===== src/sv/pnpb_pkg.sv =====
// shared types, constants and tables for the polar nearest point binner
// no dependencies
`timescale 1ns / 1ps

package pnpb_pkg;

   // bin count and derived widths
   localparam int BINS       = 360;
   localparam int BIN_W      = $clog2(BINS);
   localparam int Q_W        = $clog2(BINS + 1);

   // angles in 1/256 degree, Z_MAX in 2^-16 degree
   localparam int FULL_TURN    = 360 * 256;
   localparam int HALF_TURN    = 180 * 256;
   localparam int QUARTER_TURN = 90 * 256;
   localparam int Z_MAX        = 90 * 65536;

   // cordic sizing
   localparam int STEPS    = 20;
   localparam int SQRT_STEPS = 16;
   localparam int PRESHIFT = 24;
   localparam int CW       = 44;
   localparam int ZW       = 25;

   // bin scaling: n = full * BINS + HALF_TURN / 2, q = n / FULL_TURN by reciprocal
   localparam int N_W    = $clog2(FULL_TURN * BINS);
   localparam int DIV_SH = N_W + 17;
   localparam logic [63:0] DIV_M = (64'd1 << DIV_SH) / 64'(FULL_TURN) + 64'd1;
   localparam logic [N_W-1:0] ROUND_OFS = N_W'(HALF_TURN / 2);

   typedef enum logic [1:0] {
      KIND_INSERT = 2'd0,
      KIND_READ   = 2'd1,
      KIND_CLEAR  = 2'd2,
      KIND_NONE   = 2'd3
   } kind_type;

   typedef enum logic [0:0] {
      CSR_MIN_RANGE = 1'b0,
      CSR_MAX_RANGE = 1'b1
   } csr_index_type;

   typedef struct packed {
      logic [1:0]         kind;
      logic signed [15:0] point_x;
      logic signed [15:0] point_y;
      logic [8:0]         bin_index;
   } req_type;

   typedef struct packed {
      logic signed [15:0] read_x;
      logic signed [15:0] read_y;
      logic [15:0]        read_distance;
      logic               read_valid;
   } rsp_type;

   // one bin as stored in memory
   typedef struct packed {
      logic        filled;
      logic [15:0] x;
      logic [15:0] y;
      logic [15:0] range;
   } entry_type;

   typedef enum logic [3:0] {
      ST_CLEAR,
      ST_IDLE,
      ST_SQUARE,
      ST_LOAD,
      ST_ITER,
      ST_ANGLE,
      ST_SCALE,
      ST_DIVIDE,
      ST_INS_RD,
      ST_INS_WR,
      ST_BIN_RD,
      ST_RESP
   } state_type;

   // controller to datapath
   typedef struct packed {
      logic capture;
      logic square;
      logic load;
      logic iterate;
      logic angle;
      logic scale;
      logic divide;
      logic ins_read;
      logic ins_write;
      logic bin_read;
      logic clr_step;
   } cmd_type;

   // datapath to controller
   typedef struct packed {
      logic iter_done;
      logic clr_done;
   } status_type;

   // atan(2^-i) in 2^-16 degree
   function automatic logic [ZW-1:0] atan_tab(input logic [4:0] i);
      logic [ZW-1:0] v;
      case (i)
         5'd0:    v = ZW'(2949120);
         5'd1:    v = ZW'(1740967);
         5'd2:    v = ZW'(919879);
         5'd3:    v = ZW'(466945);
         5'd4:    v = ZW'(234379);
         5'd5:    v = ZW'(117304);
         5'd6:    v = ZW'(58666);
         5'd7:    v = ZW'(29335);
         5'd8:    v = ZW'(14668);
         5'd9:    v = ZW'(7334);
         5'd10:   v = ZW'(3667);
         5'd11:   v = ZW'(1833);
         5'd12:   v = ZW'(917);
         5'd13:   v = ZW'(458);
         5'd14:   v = ZW'(229);
         5'd15:   v = ZW'(115);
         5'd16:   v = ZW'(57);
         5'd17:   v = ZW'(29);
         5'd18:   v = ZW'(14);
         5'd19:   v = ZW'(7);
         default: v = '0;
      endcase
      return v;
   endfunction

endpackage


===== src/sv/pnpb_ctrl.sv =====
// controller state machine for the binner
// depends on pnpb_pkg
`timescale 1ns / 1ps

module pnpb_ctrl (
   input  logic                 clock,
   input  logic                 reset,
   input  logic                 start,
   input  logic [1:0]           req_kind,
   input  pnpb_pkg::status_type status,
   output pnpb_pkg::cmd_type    cmd,
   output logic                 busy,
   output logic                 rsp_valid
);

   pnpb_pkg::state_type state_ff, state_in;

   // state register, reset starts with a clearing pass
   always_ff @(posedge clock) begin
      if (reset) begin
         state_ff <= pnpb_pkg::ST_CLEAR;
      end else begin
         state_ff <= state_in;
      end
   end

   // next state and commands
   always_comb begin
      state_in  = state_ff;
      cmd       = '0;
      busy      = 1'b1;
      rsp_valid = 1'b0;
      unique case (state_ff)
         pnpb_pkg::ST_CLEAR: begin
            cmd.clr_step = 1'b1;
            if (status.clr_done) state_in = pnpb_pkg::ST_IDLE;
         end
         pnpb_pkg::ST_IDLE: begin
            busy = 1'b0;
            if (start) begin
               cmd.capture = 1'b1;
               unique case (req_kind)
                  pnpb_pkg::KIND_INSERT: state_in = pnpb_pkg::ST_SQUARE;
                  pnpb_pkg::KIND_READ:   state_in = pnpb_pkg::ST_BIN_RD;
                  pnpb_pkg::KIND_CLEAR:  state_in = pnpb_pkg::ST_CLEAR;
                  default:               state_in = pnpb_pkg::ST_IDLE;
               endcase
            end
         end
         pnpb_pkg::ST_SQUARE: begin
            cmd.square = 1'b1;
            state_in   = pnpb_pkg::ST_LOAD;
         end
         pnpb_pkg::ST_LOAD: begin
            cmd.load = 1'b1;
            state_in = pnpb_pkg::ST_ITER;
         end
         pnpb_pkg::ST_ITER: begin
            cmd.iterate = 1'b1;
            if (status.iter_done) state_in = pnpb_pkg::ST_ANGLE;
         end
         pnpb_pkg::ST_ANGLE: begin
            cmd.angle = 1'b1;
            state_in  = pnpb_pkg::ST_SCALE;
         end
         pnpb_pkg::ST_SCALE: begin
            cmd.scale = 1'b1;
            state_in  = pnpb_pkg::ST_DIVIDE;
         end
         pnpb_pkg::ST_DIVIDE: begin
            cmd.divide = 1'b1;
            state_in   = pnpb_pkg::ST_INS_RD;
         end
         pnpb_pkg::ST_INS_RD: begin
            cmd.ins_read = 1'b1;
            state_in     = pnpb_pkg::ST_INS_WR;
         end
         pnpb_pkg::ST_INS_WR: begin
            cmd.ins_write = 1'b1;
            state_in      = pnpb_pkg::ST_IDLE;
         end
         pnpb_pkg::ST_BIN_RD: begin
            cmd.bin_read = 1'b1;
            state_in     = pnpb_pkg::ST_RESP;
         end
         pnpb_pkg::ST_RESP: begin
            rsp_valid = 1'b1;
            state_in  = pnpb_pkg::ST_IDLE;
         end
         default: state_in = pnpb_pkg::ST_IDLE;
      endcase
   end

endmodule


===== config.mk =====
export PLATFORM = sky130hd
export DESIGN_NAME = pnpb_ctrl
export DESIGN_NICKNAME = d
export VERILOG_FILES = /design/src/sv/pnpb_pkg.sv /design/src/sv/pnpb_ctrl.sv
export SDC_FILE = /design/constraint.sdc
export NUM_CORES = 1
export LEC_CHECK = 0
export ABC_AREA = 1
export BUFFER_PORTS_ARGS = -buffer_cell sky130_fd_sc_hd__buf_2
export CORE_AREA = 2 2 39 41
export DETAILED_ROUTE_END_ITERATION = 16
export DIE_AREA = 0 0 41 43
export GPL_TIMING_DRIVEN = 1
export SYNTH_ARGS = -nofsm -noshare
export SYNTH_HDL_FRONTEND = slang
export SYNTH_SLANG_ARGS = --single-unit

===== constraint.sdc =====
create_clock -name clock -period 1.8 [get_ports clock]
set_input_delay 0.18 -clock clock [delete_from_list [all_inputs] [get_ports clock]]
set_output_delay 0.18 -clock clock [all_outputs]
set_load 0.01 [all_outputs]

=== Word level (Yosys, flattened, before mapping) ===
Cells that the tools add are included.

* Word-level logic and storage cells: 39
* Bits of input ports: 7
* Flip-flop bits (word level): 4
* Output and inout bits: 13

* Reductions and logical operators: 3
* Muxes and demuxes: 19
* Equality and inequality tests: 16

{| class="wikitable"
|+ Operators with widths
! cell !! count
|-
| $pmux W4 S10 || 1
|-
| $eq A4 B3 Y1 const B || 4
|-
| $eq A4 B4 Y1 const B || 4
|-
| $mux W1 || 14
|-
| $mux W4 || 3
|-
| $pmux W4 S3 || 1
|-
| $eq A4 B2 Y1 const B || 2
|-
| $ne A2 B2 Y1 const B || 3
|-
| $eq A4 B1 Y1 const B || 1
|-
| $logic_not A4 Y1 || 1
|-
| $reduce_and A3 Y1 || 1
|-
| $eq A2 B1 Y1 const B || 1
|-
| $eq A2 B2 Y1 const B || 1
|-
| $logic_not A2 Y1 || 1
|}

=== Depth between registers and ports, before layout ===
* Word-level depth: 4
* Depth in mapped cells: 8
* Mapped depth without buffers: 8

=== Worst setup path before layout ===
Ideal clock, no wire load.

* Kind: flip-flop to output port
* Start point: register state_ff[0]
* End point: output cmd[10] in the netlist's numbering
* Data arrival time: 0.845 ns
* Setup slack: 0.775 ns
* Required time: 1.620 ns
* Buffers on the path: 0
* Cell stages (with the launch flop): 5
* Path through: dfxtp_1 > nand2_2 > nor2_4 > inv_2 > nor2_1

{| class="wikitable"
|+ RTL lines
! element !! line !! RTL
|-
| start, declared || pnpb_ctrl.sv:16 || <nowiki>pnpb_pkg::state_type state_ff, state_in;</nowiki>
|-
| start signal, assigned || pnpb_ctrl.sv:21 || <nowiki>state_ff <= pnpb_pkg::ST_CLEAR;</nowiki>
|-
| start signal, assigned || pnpb_ctrl.sv:23 || <nowiki>state_ff <= state_in;</nowiki>
|-
| end, declared || pnpb_ctrl.sv:11 || <nowiki>output pnpb_pkg::cmd_type cmd,</nowiki>
|}

==> reports/metrics.cfg <==
[logic_synthesis]
syn_nets=72
syn_area_um2=364.1
yosys_warnings=0
ys_ff_latch=4
synth.area.top_cells=dfxtp_1 (22%), nor2_1 (19%), nand2_1 (11%)
synth.top_cell.area_share_pct=21.99
yosysSeqAreaShare_pct=21.99
synthCells=65
synth.distinct_cells=13
syn_avg_cell_area_um2=5.602
yosysTopAreaCell=dfxtp_1

[power_and_ir_drop]
p_leak_nw=0.2687
worst_ir_drop_vdd_mv=0.4722
p_total_w=0.0007035
power_density_nw_per_um2=1402

[clock_network]
root_buffer=clkbuf_4
tritoncts=built
cts_num_sinks=4
path_clk_slew_ps=40
worstSkewPairLatency_ps=230
cts_hold_buffers=0
cts_setup_buffers=0
cts_max_level=1
clockBufferDepth=2
cts_resized=0
cts_buffers=3

[critical_path]
path_class=reg -> out
crit_fanout=6
cp.required_ps=1620
r2r_end=state_ff[1]$_SDFFE_PP0P_
cp.arrival_ps=1180
reg2reg_depth=7
reg2reg_from=state_ff[0]$_SDFFE_PP0P_
worst-r2r-setup-slack_ps=700
start_kind=flip-flop
cp-end-kind=output pin

[finish]
largest_register_ffs=4
n_fill_cell=171
final_cell_mix=buf_2 (19), nor2_1 (18), nand2_1 (11), inv_1 (9), nand3_1 (5)
top_regs=state_ff (4)
regMostFlops=state_ff
area.growth.synth_to_final_pct=37.80
final_common_cell=buf_2
drive_gt1_share_pct=37.93
layout.nets=96
n_antenna_cell=0

[placement]
gp_congestion=0.7834
dp_hpwl_um=764.7
dp_slack_ps=685.0
portBuffers=19

[sta]
worst_hold_slack_ps=162.7
finalSetupTns_ps=0
rsz0062_at_grt=no
fmax_mhz=734.0
fin_skew_ps=3.272
setup_slack_ps=437.6
slew_viol_final=0
timing.slew.headroom_pct=82.66
setup_viol=0
hold_viol=0
tightest_slew_ps=257.3
period_share_pct=75.69
period_minus_slack_ps=1362

[hold_path]
hold_depth=2
worstHoldStart=reset
min_to=state_ff[3]$_SDFFE_PP0P_
hold_class=in -> reg

[global_route]
grt_overflow_total=0
grt_max_degree=7
met2_usage_pct=19.06
grt-busiest-layer=met2
first_global_vias=377
use_met3_pct=3.141
grt_use_met1_pct=13.46
antenna_found_initial=0
grt_usage_pct=12.74
grt_pass1_wl_um=1462

[route]
drt_iter0_markers=8
drt_drc_violations_left=0
drt-total-wl_um=897
drtPass1Iterations=2
vias=428
ant_nets=0
wire_per_inst_um=8.709
vias_per_cell=4.155

[die]
rows=14
core_um2=1384
initial_core_util_pct=26.31
pin_count=20
die_w_um=41
die_h_um=43
dieArea_um2=1763

[flow_run]
cap_violations=0

[run_status]
status=finished clean

-- worst max-delay path by stage --
stage,cells past startpoint,from,endpoint
floorplan,4,state_ff[0]$_SDFFE_PP0P_,cmd[10]
global placement,5,state_ff[0]$_SDFFE_PP0P_,cmd[10]
detailed placement,5,state_ff[0]$_SDFFE_PP0P_,cmd[10]
CTS,5,state_ff[0]$_SDFFE_PP0P_,cmd[10]
global route,5,state_ff[0]$_SDFFE_PP0P_,cmd[10]
finish,5,state_ff[0]$_SDFFE_PP0P_,cmd[10]
-- metrics by stage --
stage	std cells	utilization, %	instance area (um2)
floorplan	65	-	364.1
global placement	100	34.63	479.2
detailed placement	100	34.63	479.2
CTS	103	36.26	501.7
global route	103	36.26	501.7
finish	103	36.26	501.7
-- final cells by class --
cell class / instances / area, um2 / share of cell area, %
Multi-Input combinational cell: 49 / 239.0 / 47.63
Inverter: 12 / 45.04 / 8.978
Clock buffer: 3 / 22.52 / 4.489
Timing Repair Buffer: 19 / 95.09 / 18.95
Sequential cell: 4 / 80.08 / 15.96
Tap cell: 16 / 20.02 / 3.990
-- metal layers --
layer	share of wire, %	wire [um]
met5	0	0
met4	0	0
met3	5.8	52
met2	48	434
met1	46	411
-- where the power goes --
part / internal, W / switching, W / leakage (nW)
Combinational: 0.000158 / 0.000280 / 0.222
Sequential: 0.000117 / 0.0000387 / 0.0327
Clock: 0.0000745 / 0.0000362 / 0.0138
-- cells in the mapped netlist, drive strengths merged --
| cell | instances |
|---|---|
| inv | 12 |
| o21ai | 3 |
| a21oi | 2 |
| nand3b | 3 |
| nand3 | 5 |
| dfxtp | 4 |
| nand2 | 13 |
| nor2 | 23 |
-- worst max-delay path, cell delays in order (launching register included) --
cell and delay [ps]:
dfxtp_1 420, nand2_2 120, nor2_4 150, inv_2 60
nor2_1 70, buf_2 130
-- cell families after synthesis --
family | share of synthesized area, %
flops | 21.99
compound gates | 7.902
simple gates | 57.73
buf+inv | 12.37
Note: power is estimated with default switching activity, not from simulation.
